[src/design/ghst_pkg.sv]
`timescale 1ns / 1ps

package ghst_pkg;

	// Request codes carried in req_type.
	localparam logic [2:0] OP_ALLOC    = 3'd0;
	localparam logic [2:0] OP_QUERY    = 3'd1;
	localparam logic [2:0] OP_TAKE     = 3'd2;
	localparam logic [2:0] OP_FREE     = 3'd3;
	localparam logic [2:0] OP_COMPLETE = 3'd4;

	// Slot states.
	localparam logic [1:0] SLOT_NONE    = 2'd0;
	localparam logic [1:0] SLOT_PENDING = 2'd1;
	localparam logic [1:0] SLOT_DONE    = 2'd2;
	localparam logic [1:0] SLOT_FAILED  = 2'd3;

	typedef struct packed {
		logic [2:0]  req_type;
		logic [31:0] handle;
		logic [15:0] slot_number;
		logic [1:0]  new_state;
		logic [31:0] byte_count;
	} req_t;

	typedef struct packed {
		logic        ok;
		logic [31:0] new_handle;
		logic [1:0]  slot_state;
		logic [31:0] taken_size;
	} rsp_t;

	// One entry of the slot memory.
	typedef struct packed {
		logic [15:0] gen;
		logic [1:0]  status;
		logic [31:0] size;
	} slot_entry_t;

	// Generation bump that never lands on zero, so a zero generation is never valid.
	function automatic logic [15:0] next_gen(input logic [15:0] g);
		logic [15:0] n;
		begin
			n = g + 16'd1;
			next_gen = (n == 16'd0) ? 16'd1 : n;
		end
	endfunction

endpackage

[src/design/ghst_slot_ram.sv]
`timescale 1ns / 1ps

module ghst_slot_ram #(
	parameter int DEPTH = 16,
	parameter int AW    = 4
) (
	input  logic                 clk,
	input  logic                 we,
	input  logic [AW-1:0]        waddr,
	input  ghst_pkg::slot_entry_t wdata,
	input  logic [AW-1:0]        raddr,
	output ghst_pkg::slot_entry_t rdata
);
	import ghst_pkg::*;

	slot_entry_t mem [DEPTH];

	// One write port, one read port with registered data.
	always_ff @(posedge clk) begin
		if (we) begin
			mem[waddr] <= wdata;
		end
		rdata <= mem[raddr];
	end

endmodule

[src/design/generational_handle_slot_table.sv]
`timescale 1ns / 1ps

// Channel   Ports                 Direction  Handshake
// request   start, req, busy      in         item taken at a clock edge with start high, busy low
// result    done, rsp             out        one-cycle strobe on done, cannot be held off
//
// A request whose handle or slot number is out of range, an allocate with an
// empty free stack, and an unknown code are answered in the cycle after acceptance.
// Query, take, free and complete go through a slot memory read, then a write back;
// allocate first reads the free stack, since that read must land before the slot read.
// After reset a clearing pass fills both memories; busy is high meanwhile.
// The result side cannot stall, so the block never waits on its receiver.
module generational_handle_slot_table #(
	parameter int NUM_SLOTS = 16
) (
	input  logic           clk,
	input  logic           arst_n,
	input  logic           start,
	input  ghst_pkg::req_t req,
	output logic           busy,
	output logic           done,
	output ghst_pkg::rsp_t rsp
);
	import ghst_pkg::*;

	localparam int AW = (NUM_SLOTS > 1) ? $clog2(NUM_SLOTS) : 1;
	localparam int CW = $clog2(NUM_SLOTS + 1);
	localparam logic [15:0]   NSLOT    = 16'(NUM_SLOTS);
	localparam logic [CW-1:0] TOP_FULL = CW'(NUM_SLOTS);
	localparam logic [AW-1:0] CLR_LAST = AW'(NUM_SLOTS - 1);

	typedef enum logic [1:0] {S_CLEAR, S_IDLE, S_POP, S_MOD} state_t;

	state_t        state_q;
	logic [AW-1:0] clr_q;
	logic [CW-1:0] top_q;
	req_t          req_q;
	logic [15:0]   idx_q;
	logic          done_q;
	rsp_t          rsp_q;

	// The free stack holds slot numbers; top_q counts the entries in use.
	logic [15:0]   stack_mem [NUM_SLOTS];
	logic [15:0]   stk_rd_q;
	logic          stk_we;
	logic [AW-1:0] stk_waddr;
	logic [15:0]   stk_wdata;
	logic [CW-1:0] top_m1;

	// Slot memory ports.
	logic          slot_we;
	logic [AW-1:0] slot_waddr;
	slot_entry_t   slot_wdata;
	logic [AW-1:0] slot_raddr;
	slot_entry_t   slot_rdata;
	logic [15:0]   idx_m1;

	// Decode of the request at the input, used when an item is accepted.
	logic          accept;
	logic [15:0]   sel_idx;
	logic [15:0]   sel_m1;
	logic          handle_ok;
	logic          sn_ok;

	// Results of the write-back stage.
	logic          mod_we;
	slot_entry_t   mod_wdata;
	rsp_t          mod_rsp;
	logic          mod_push;
	logic          mod_pop;
	logic          gen_match;
	logic [15:0]   bumped_gen;

	assign busy   = (state_q != S_IDLE);
	assign done   = done_q;
	assign rsp    = rsp_q;
	assign accept = start && !busy;
	assign top_m1 = top_q - 1'b1;

	// A handle is structurally valid when index and generation are nonzero and
	// the index is within the table; the generation compare follows the read.
	assign handle_ok = (req.handle[15:0] != 16'd0) && (req.handle[15:0] <= NSLOT)
		&& (req.handle[31:16] != 16'd0);
	assign sn_ok = (req.slot_number != 16'd0) && (req.slot_number <= NSLOT);

	always_comb begin
		if (state_q == S_POP) begin
			sel_idx = stk_rd_q;
		end else if (req.req_type == OP_COMPLETE) begin
			sel_idx = req.slot_number;
		end else begin
			sel_idx = req.handle[15:0];
		end
	end

	assign sel_m1     = sel_idx - 16'd1;
	assign slot_raddr = sel_m1[AW-1:0];
	assign idx_m1     = idx_q - 16'd1;

	assign gen_match  = (slot_rdata.gen == req_q.handle[31:16]);
	assign bumped_gen = next_gen(slot_rdata.gen);

	// Modify step: the slot entry read in the previous cycle is updated here.
	always_comb begin
		mod_we    = 1'b0;
		mod_wdata = slot_rdata;
		mod_rsp   = '0;
		mod_push  = 1'b0;
		mod_pop   = 1'b0;
		case (req_q.req_type)
			OP_ALLOC: begin
				mod_we             = 1'b1;
				mod_wdata.gen      = bumped_gen;
				mod_wdata.status   = SLOT_PENDING;
				mod_wdata.size     = 32'd0;
				mod_pop            = 1'b1;
				mod_rsp.ok         = 1'b1;
				mod_rsp.new_handle = {bumped_gen, idx_q};
			end
			OP_QUERY: begin
				if (gen_match) begin
					mod_rsp.ok         = 1'b1;
					mod_rsp.slot_state = slot_rdata.status;
				end
			end
			OP_TAKE: begin
				if (gen_match) begin
					mod_rsp.ok = 1'b1;
					if (slot_rdata.status == SLOT_DONE) begin
						mod_rsp.taken_size = slot_rdata.size;
						mod_we             = 1'b1;
						mod_wdata.size     = 32'd0;
					end
				end
			end
			OP_FREE: begin
				if (gen_match) begin
					mod_rsp.ok       = 1'b1;
					mod_we           = 1'b1;
					mod_wdata.gen    = bumped_gen;
					mod_wdata.status = SLOT_NONE;
					mod_wdata.size   = 32'd0;
					// A push onto a full stack, as from a forged handle of a free slot, is dropped.
					mod_push         = (top_q < TOP_FULL);
				end
			end
			OP_COMPLETE: begin
				mod_rsp.ok       = 1'b1;
				mod_we           = 1'b1;
				mod_wdata.status = req_q.new_state;
				mod_wdata.size   = req_q.byte_count;
			end
			default: begin
				mod_we = 1'b0;
			end
		endcase
	end

	// Write ports: the clearing pass after reset, otherwise the modify step.
	always_comb begin
		slot_we    = 1'b0;
		slot_waddr = clr_q;
		slot_wdata = '0;
		stk_we     = 1'b0;
		stk_waddr  = clr_q;
		stk_wdata  = NSLOT - 16'(clr_q);
		if (state_q == S_CLEAR) begin
			slot_we = 1'b1;
			stk_we  = 1'b1;
		end else if (state_q == S_MOD) begin
			slot_we    = mod_we;
			slot_waddr = idx_m1[AW-1:0];
			slot_wdata = mod_wdata;
			stk_we     = mod_push;
			stk_waddr  = top_q[AW-1:0];
			stk_wdata  = idx_q;
		end
	end

	ghst_slot_ram #(
		.DEPTH (NUM_SLOTS),
		.AW    (AW)
	) u_slot_ram (
		.clk   (clk),
		.we    (slot_we),
		.waddr (slot_waddr),
		.wdata (slot_wdata),
		.raddr (slot_raddr),
		.rdata (slot_rdata)
	);

	always_ff @(posedge clk) begin
		if (stk_we) begin
			stack_mem[stk_waddr] <= stk_wdata;
		end
		stk_rd_q <= stack_mem[top_m1[AW-1:0]];
	end

	// Sequencer. Requests that fail a range check, an allocate with nothing on
	// the stack and unknown codes are answered from idle with all fields zero.
	always_ff @(posedge clk or negedge arst_n) begin
		if (!arst_n) begin
			state_q <= S_CLEAR;
			clr_q   <= '0;
			top_q   <= TOP_FULL;
			req_q   <= '0;
			idx_q   <= '0;
			done_q  <= 1'b0;
			rsp_q   <= '0;
		end else begin
			done_q <= 1'b0;
			case (state_q)
				S_CLEAR: begin
					clr_q <= clr_q + 1'b1;
					if (clr_q == CLR_LAST) begin
						state_q <= S_IDLE;
					end
				end
				S_IDLE: begin
					if (accept) begin
						req_q <= req;
						idx_q <= sel_idx;
						rsp_q <= '0;
						case (req.req_type)
							OP_ALLOC: begin
								if (top_q != '0) begin
									state_q <= S_POP;
								end else begin
									done_q <= 1'b1;
								end
							end
							OP_QUERY, OP_TAKE, OP_FREE: begin
								if (handle_ok) begin
									state_q <= S_MOD;
								end else begin
									done_q <= 1'b1;
								end
							end
							OP_COMPLETE: begin
								if (sn_ok) begin
									state_q <= S_MOD;
								end else begin
									done_q <= 1'b1;
								end
							end
							default: begin
								done_q <= 1'b1;
							end
						endcase
					end
				end
				S_POP: begin
					// The popped slot number is now out of the stack memory.
					idx_q   <= stk_rd_q;
					state_q <= S_MOD;
				end
				S_MOD: begin
					rsp_q   <= mod_rsp;
					done_q  <= 1'b1;
					state_q <= S_IDLE;
					if (mod_pop) begin
						top_q <= top_m1;
					end else if (mod_push) begin
						top_q <= top_q + 1'b1;
					end
				end
				default: begin
					state_q <= S_IDLE;
				end
			endcase
		end
	end

	// The stack never holds more slot numbers than there are slots.
	a_top_bound: assert property (@(posedge clk) disable iff (!arst_n)
		top_q <= TOP_FULL)
		else $error("free stack count exceeds slot count");

	// Every write-back cycle is followed by exactly one result.
	a_mod_done: assert property (@(posedge clk) disable iff (!arst_n)
		(state_q == S_MOD) |=> (done_q && (state_q == S_IDLE)))
		else $error("write-back did not produce a result");

	// An allocate reaching the stack read always had a nonempty stack.
	a_pop_nonempty: assert property (@(posedge clk) disable iff (!arst_n)
		(state_q == S_POP) |-> (top_q != '0))
		else $error("stack popped while empty");

	// A handed-out handle never carries generation zero or slot zero.
	a_handle_gen: assert property (@(posedge clk) disable iff (!arst_n)
		(done_q && (rsp_q.new_handle != 32'd0)) |->
		((rsp_q.new_handle[31:16] != 16'd0) && (rsp_q.new_handle[15:0] != 16'd0)))
		else $error("allocated handle with zero generation or index");

	// No result is produced while the memories are still being cleared.
	a_no_done_clear: assert property (@(posedge clk) disable iff (!arst_n)
		(state_q == S_CLEAR) |-> !done_q)
		else $error("result during clearing pass");

endmodule

[config.mk]
export PLATFORM = sky130hd
export DESIGN_NAME = generational_handle_slot_table
export DESIGN_NICKNAME = d
export VERILOG_FILES = /design/src/design/ghst_pkg.sv /design/src/design/ghst_slot_ram.sv /design/src/design/generational_handle_slot_table.sv
export SDC_FILE = /design/constraint.sdc
export NUM_CORES = 2
export LEC_CHECK = 0
export CAP_MARGIN = 30
export CORE_MARGIN = 5
export CORE_UTILIZATION = 43
export CTS_CLUSTER_DIAMETER = 80
export DETAILED_ROUTE_END_ITERATION = 8
export DONT_BUFFER_PORTS = 1
export SETUP_SLACK_MARGIN = 0.1
export SLEW_MARGIN = 5
export SYNTH_ARGS = -nofsm -noshare
export SYNTH_HDL_FRONTEND = slang
export SYNTH_SLANG_ARGS = --single-unit
export TNS_END_PERCENT = 1
[constraint.sdc]
create_clock -name clk -period 6.55 [get_ports clk]
set_clock_uncertainty 0.05 [all_clocks]
set_input_delay 0 -clock clk [delete_from_list [all_inputs] [get_ports clk]]
set_output_delay 0 -clock clk [all_outputs]
set_load 0.05 [all_outputs]
After elaboration in Yosys (flattened, before gate mapping)
Memories as Yosys holds them, arrays and structs flattened. A register that Yosys moved wholly into a read port is not among the register bits.
Index checks and enable logic that the tools add are counted.
{ "word_totals": {"ramBits": 1056, "output_inout_bits": 69, "inputBits": 88, "elab_cells": 128, "memories": 2, "register_bits": 164} }
{ "op_classes": {"n_eq_ne": 21, "addsub": 7, "reduce_logical": 24, "n_mux": 58, "order_cmp": 3} }
{ "memory_table": {"columns": ["memory", "depth", "width", "read_ports", "rd_ports_with_merged_regs", "wr", "line_no", "rtl"], "rows": [
  ["u_slot_ram.mem", 16, 50, 1, 1, 1, "ghst_slot_ram.sv:16", "slot_entry_t mem [DEPTH];"],
  ["stack_mem", 16, 16, 1, 1, 1, "generational_handle_slot_table.sv:43", "logic [15:0] stack_mem [NUM_SLOTS];"]
]} }
{ "ops": {"columns": ["op", "count"], "rows": [
  ["32-bit 2-to-1 mux", 6],
  ["50-bit 2-to-1 mux", 3],
  ["67-bit one-hot mux with 2 select lines", 1],
  ["32-bit one-hot mux with 4 select lines", 1],
  ["16-bit 2-to-1 mux", 6],
  ["67-bit 2-to-1 mux", 1],
  ["16-bit one-hot mux with 2 select lines", 2],
  ["16-bit nonzero test", 3],
  ["16-bit by 5-bit <= comparator with 1-bit output, second input constant", 2],
  ["1-bit 2-to-1 mux", 18],
  ["16-bit by 1-bit adder with 16-bit output, second input constant", 1],
  ["16-bit == test", 1],
  ["16-bit logical NOT", 1],
  ["4-bit 2-to-1 mux", 4],
  ["2-bit 2-to-1 mux", 7],
  ["3-bit by 2-bit == test with 1-bit output, second input constant", 4],
  ["2-bit one-hot mux with 3 select lines", 2],
  ["5-bit 2-to-1 mux", 2],
  ["3-bit inequality test, second input constant", 3],
  ["2-bit one-hot mux with 4 select lines", 1],
  ["2-bit AND reduction", 4],
  ["4-bit by 1-bit subtractor with 4-bit output, second input constant", 2],
  ["2-bit == test, second input constant", 3],
  ["3-bit by 1-bit == test with 1-bit output, second input constant", 2],
  ["22 further kinds", 33]
]} }

Longest topological paths before layout
{ "logic_depth": {"depth_word": 8, "ltp_mapped": 13, "depth_no_buf": 8} }

Modules after synthesis
From an unflattened synthesis, not the netlist that was laid out.
{ "hier_totals": {"hier_cells": 2478, "hier_area_um2": 48906.9} }
{ "modules_own_cells": {"columns": ["module", "area_each_um2", "seq_area_each_um2", "cells_per_inst", "n_inst"], "rows": [
  ["ghst_slot_ram", 30909.6, 25024.0, 1294, 1],
  ["generational_handle_slot_table", 17997.3, 11712.5, 1184, 1]
]} }

Worst setup path before layout
Ideal clock, no wire load.
{ "synth_timing": {"path_kind": "reg-to-reg", "from": "reg u_slot_ram.rdata[42] (netlist name)", "to": "mem u_slot_ram.mem[2][0] (netlist bit) (enable)", "setup_ps": 464, "t_required_ps": 6036, "period_less_slack_ps": 4796, "path_buffers": 1, "stages_incl_launch_ff": 9, "path_slack_ps": 1754, "arrival_time_ps": 4282, "cell_sequence": "dfxtp_1 clkbuf_1 xor2_1 nor4_1 nand4_1 nor2_1 a21boi_0 o32ai_1 nor2b_1"} }
{ "synth_via": {"elab_chain_len": 7, "elab_cells_between_ends": 8, "classes_between": "eq/ne (1); mux (7)"} }
{ "synth_rtl": {"columns": ["item", "line_no", "rtl"], "rows": [
  ["16-bit == test *", "generational_handle_slot_table.sv:100", "assign gen_match = (slot_rdata.gen == req_q.handle[31:16]);"],
  ["1-bit 2-to-1 mux, on equally long branches", "generational_handle_slot_table.sv:137, generational_handle_slot_table.sv:127", null],
  ["1-bit one-hot mux with 3 select lines *", "generational_handle_slot_table.sv:110", "case (req_q.req_type)"],
  ["1-bit 2-to-1 mux *", "generational_handle_slot_table.sv:170", "end else if (state_q == S_MOD) begin"],
  ["1-bit 2-to-1 mux *", "generational_handle_slot_table.sv:167", "if (state_q == S_CLEAR) begin"],
  ["1-bit 2-to-1 mux *", "ghst_slot_ram.sv:20", "if (we) begin"],
  ["1-bit 2-to-1 mux (implied by the code) *", "ghst_slot_ram.sv:21", "mem[waddr] <= wdata;"],
  ["end: declaration", "ghst_slot_ram.sv:16", null]
]} }
Mark *: on every way between the ends. The rest lies on a longest branch, timed or not.

Final worst setup path
{ "layout_timing": {"from": "reg u_slot_ram.rdata[46] (netlist name)", "to": "mem u_slot_ram.mem[14][14] (netlist bit) (enable)"} }
{ "layout_via": {"elab_chain_len": 7, "elab_cells_between_ends": 8, "classes_between": "eq/ne (1); mux (7)"} }
{ "layout_rtl": {"columns": ["item", "line_no"], "rows": [
  ["16-bit == test *", "generational_handle_slot_table.sv:100"],
  ["1-bit 2-to-1 mux, on equally long branches", "generational_handle_slot_table.sv:137, generational_handle_slot_table.sv:127"],
  ["1-bit one-hot mux with 3 select lines *", "generational_handle_slot_table.sv:110"],
  ["1-bit 2-to-1 mux *", "generational_handle_slot_table.sv:170"],
  ["1-bit 2-to-1 mux *", "generational_handle_slot_table.sv:167"],
  ["1-bit 2-to-1 mux *", "ghst_slot_ram.sv:20"],
  ["1-bit 2-to-1 mux (implied by the code) *", "ghst_slot_ram.sv:21"]
]} }
Marks and branches as above.

==> impl_results.md <==
* Status: finished, final reports clean
* Net Sw Power at 9.08 mW
* Clk_lat worst skew at 730 ps
* Pleak at 19.2 nW
* CTS tree: done
* Via count at 24,200
* CP required at 6870 ps
* Tot GR Track Use at 19.1%
* Fin. Hold Viols at 0
* Root Driver: clkbuf_16
* Area after DPL at 51,300 um^2
* Post-synthesis sequential area ratio at 74.8%
* Post-Place Cells at 3,838
* Critical-path top delay cell: o32ai_1
* Post-CTS Resized at 0
* Number of clock sinks at 1,270
* Max Fclk at 0.220 GHz
* Fin nets at 2,723
* Maximum buffer depth of the clock tree at 3
* Chip Height at 348 um
* Rel. slew slack at 30.3%
* Clock share of power at 26.0%
* Drt drc at 0
* VDD IR-drop max at 0.411 mV
* Worst setup endpoint: u_slot_ram.mem[14][14]$_DFFE_PP_
* Final Worst Setup Slack at 2010 ps
* Final Max Slew Viols at 0
* Port Buffers at 0
* Post-route cell area at 57,400 um^2
* Gpl congestion at 0.843
* Core footprint at 114,000 um^2
* Initial DRT Pass Iterations at 5
* Crit end category: flip-flop
* Synth unique cells at 57
* Switching part of the total power at 32.0%
* Synthesized instance count at 2,394
* Share of the cycle needed by the critical path after routing at 69.3%
* RR Endpoint: u_slot_ram.mem[14][14]$_DFFE_PP_
* Final min period at 4540 ps
* First-pass GRT wire length at 173 mm
* Crit-path max FO at 20
* Critical Path AT at 4860 ps
* DIE AREA at 121,000 um^2
* Gr busiest metal: met2
* Setup TNS at 0 ps
* Antenna Nets Post-Route at 0
* FP Rows at 124
* Flops & latches, synth at 1,270
* Crit path launch: u_slot_ram.rdata[46]$_DFF_P_
* Final Non-Filler Cells at 4,247
* WL/cell at 27.3 um
* Synth async-reset ratio at 11.7%
* Number of flops mapped to enable cells by yosys at 1,056
* Share of post-route cells with drive strength above 1 at 26.1%
* Crit path launch type: flip-flop
* Final WL at 116 mm
* Syn_nets at 2,493
* RSZ-0062 raised after global routing: false
* Slew @ Worst Pin at 1040 ps
* GRT met2 Usage at 31.7%
* FF-to-FF Start: u_slot_ram.rdata[46]$_DFF_P_
* HP Class: primary input to flip-flop
* H-tree depth at 4
* R2R setup slack at 2010 ps
* Initial antenna violation count at 0
* Max Cap Viol at 0
* Final setup viols at 0
* Vias per inst at 5.69
* Area leader, netlist: edfxtp_1
* Largest net degree at the start of global routing at 115
* Synth Area per Inst at 20.5 um^2
* Sequential share of power at 42.0%
* Crit-path max cell delay at 720 ps
* I/O pins at 157
* Pint at 19.3 mW
* Die width at 348 um
* Total grt overflow at 0
* Clock slew at reported path FFs at 60 ps
* Drt first-iter violations at 2,207
* Yosys warning count at 0
* Dpl ws at 2090 ps
* Cell area after synthesis at 49,100 um^2
* Post-CTS Setup Inserts at 0
* Vias in the first global route at 25,500
* Hpwl dp at 66.9 mm
* Post-CTS Hold Buffers at 146
* Filler cell count at 9,063
* TritonCTS buffer count at 134
* Initial core utilization at 43.2%
* Cell Pwr Density at 495 nW/um^2
* Met1 Track Usage GR at 27.1%
* Top post-synthesis cells by area: edfxtp_1, mux4_2, dfrtp_1
* Most used DFF post-synth: edfxtp_1
* Syn-to-layout area delta at 16.8%
* Crit path kind: flip-flop to flip-flop
* Critical-path cell list: xor2_1 > nor4_1 > nand4_1 > nor2_1 > a21boi_0 > o32ai_1 > nor2b_4 > buf_4
* Logic pwr share at 32.0%
* Register-to-Register Path Depth at 8
* Met3 usage at 3.27%
* Yosys top cell area share at 64.5%
worst min-delay path by stage:
stage	start	to	slack, ps	depth (start not counted)
after detailed placement	arst_n	rsp[57]$_DFFE_PN0P_	-330	0
final	req[80]	req_q[80]$_DFFE_PN0P_	60	2
after global routing	req[80]	req_q[80]$_DFFE_PN0P_	30	2
after floorplan	arst_n	clr_q[0]$_DFFE_PN0P_	-350	0
after global placement	arst_n	req_q[76]$_DFFE_PN0P_	-330	0
after CTS	req[80]	req_q[80]$_DFFE_PN0P_	20	2
layer usage:
| metal | part of all wire (%) | vias to the layer above | routed length (um) |
|---|---|---|---|
| met4 | 1.6 | 0 | 1890 |
| met3 | 5.5 | 139 | 6400 |
| met2 | 49 | 752 | 57300 |
| met5 | 0 | - | 0 |
| met1 | 43 | 13000 | 50200 |
| li1 | - | 10300 | - |
power by group through the flow:
| stage | clock (mW) | combinational [mW] | sequential, mW |
|---|---|---|---|
| after CTS | 7.56 | 9.09 | 11.9 |
| after detailed placement | 0 | 8.73 | 12.1 |
| after floorplan | 0 | 6.19 | 11.6 |
| after global routing | 7.92 | 9.75 | 12.0 |
| after global placement | 0 | 8.45 | 12.1 |
| final | 7.39 | 9.08 | 11.9 |
state kept, by name, summed over array words and instances, names as in the netlist, 4 cells and up:
register / flops
clr_q: 4
idx_q: 16
req_q: 53
rsp: 67
stack_mem: 256
stk_rd_q: 16
top_q: 5
u_slot_ram.mem: 800
u_slot_ram.rdata: 50
placed cells by master, fill, tap and decap left out, types with 15 or more instances in the layout:
cell,count
inv_1,19
mux2i_1,18
nand2_1,75
clkbuf_16,136
nor3_1,19
a22oi_1,32
edfxtp_1,1056
nand3_1,17
mux4_2,330
clkinv_2,15
dlygate4sd3_1,144
xnor2_1,24
dfrtp_1,146
nor2_1,87
clkbuf_1,41
a21oi_1,23
xor2_1,26
a22o_1,49
dfxtp_1,66
mux2_2,56
clkinv_1,17
buf_4,75
nor4_1,19
o21ai_0,54
layout make-up:
cell class / instances / area, um^2 / share of cell area [%]
tap: 1512 / 1890 / 3.30
sequential: 1270 / 36700 / 64.0
timing repair buffer: 241 / 2500 / 4.35
inverter: 19 / 71.3 / 0.124
multi-input combinational: 958 / 11800 / 20.6
antenna: 2 / 5.00 / 0.00872
clock buffer: 189 / 3720 / 6.48
clock inverter: 56 / 622 / 1.08
synthesized netlist by cell type (8+ instances only):
library cell,instances
a21oi_1,23
dfxtp_1,66
a31oi_1,11
mux2i_1,18
inv_1,19
xnor2_1,28
and2_1,13
and3_1,8
nor2b_1,8
nand2_1,76
a22o_1,49
clkbuf_1,106
nor2_1,99
edfxtp_1,1056
mux4_2,330
dfrtp_1,147
nor4_1,19
a22oi_1,32
nand3_1,17
xor2_1,26
o21ai_0,55
ha_1,11
mux2_2,56
buf_6,21
buf_2,11
nor3_1,19
per-stage QoR:
step,total power [mW],hold slack [ps],util (%)
2_1_floorplan,17.8,-346,-
3_3_place_gp,20.5,-335,44.9
3_5_place_dp,20.8,-333,45.0
4_1_cts,28.6,18.5,50.2
5_1_grt,29.7,34.1,50.4
6_report,28.4,64.7,50.4
logic make-up after synthesis:
logic type / after synthesis / share of synthesized area [%]
multiplexers: 404 / 16.8
buffers and inverters: 166 / 1.65
XOR/XNOR: 54 / 0.962
adder cells (fa/ha/maj): 11 / 0.280
AND/OR/NAND/NOR: 283 / 2.66
flip-flops: 1270 / 74.8
AO/OA/AOI/OAI: 206 / 2.91
critical path, delay by kind of cell (launching register included):
| family | cells | cell delay [ps] |
|---|---|---|
| AOI/OAI and AO/OA | 2 | 960 |
| xor gates and xnor gates | 1 | 110 |
| buffers and inverters | 1 | 490 |
| DFF | 1 | 510 |
| and+or+nand+nor | 4 | 2030 |
Note: power is estimated with default switching activity, not from simulation.
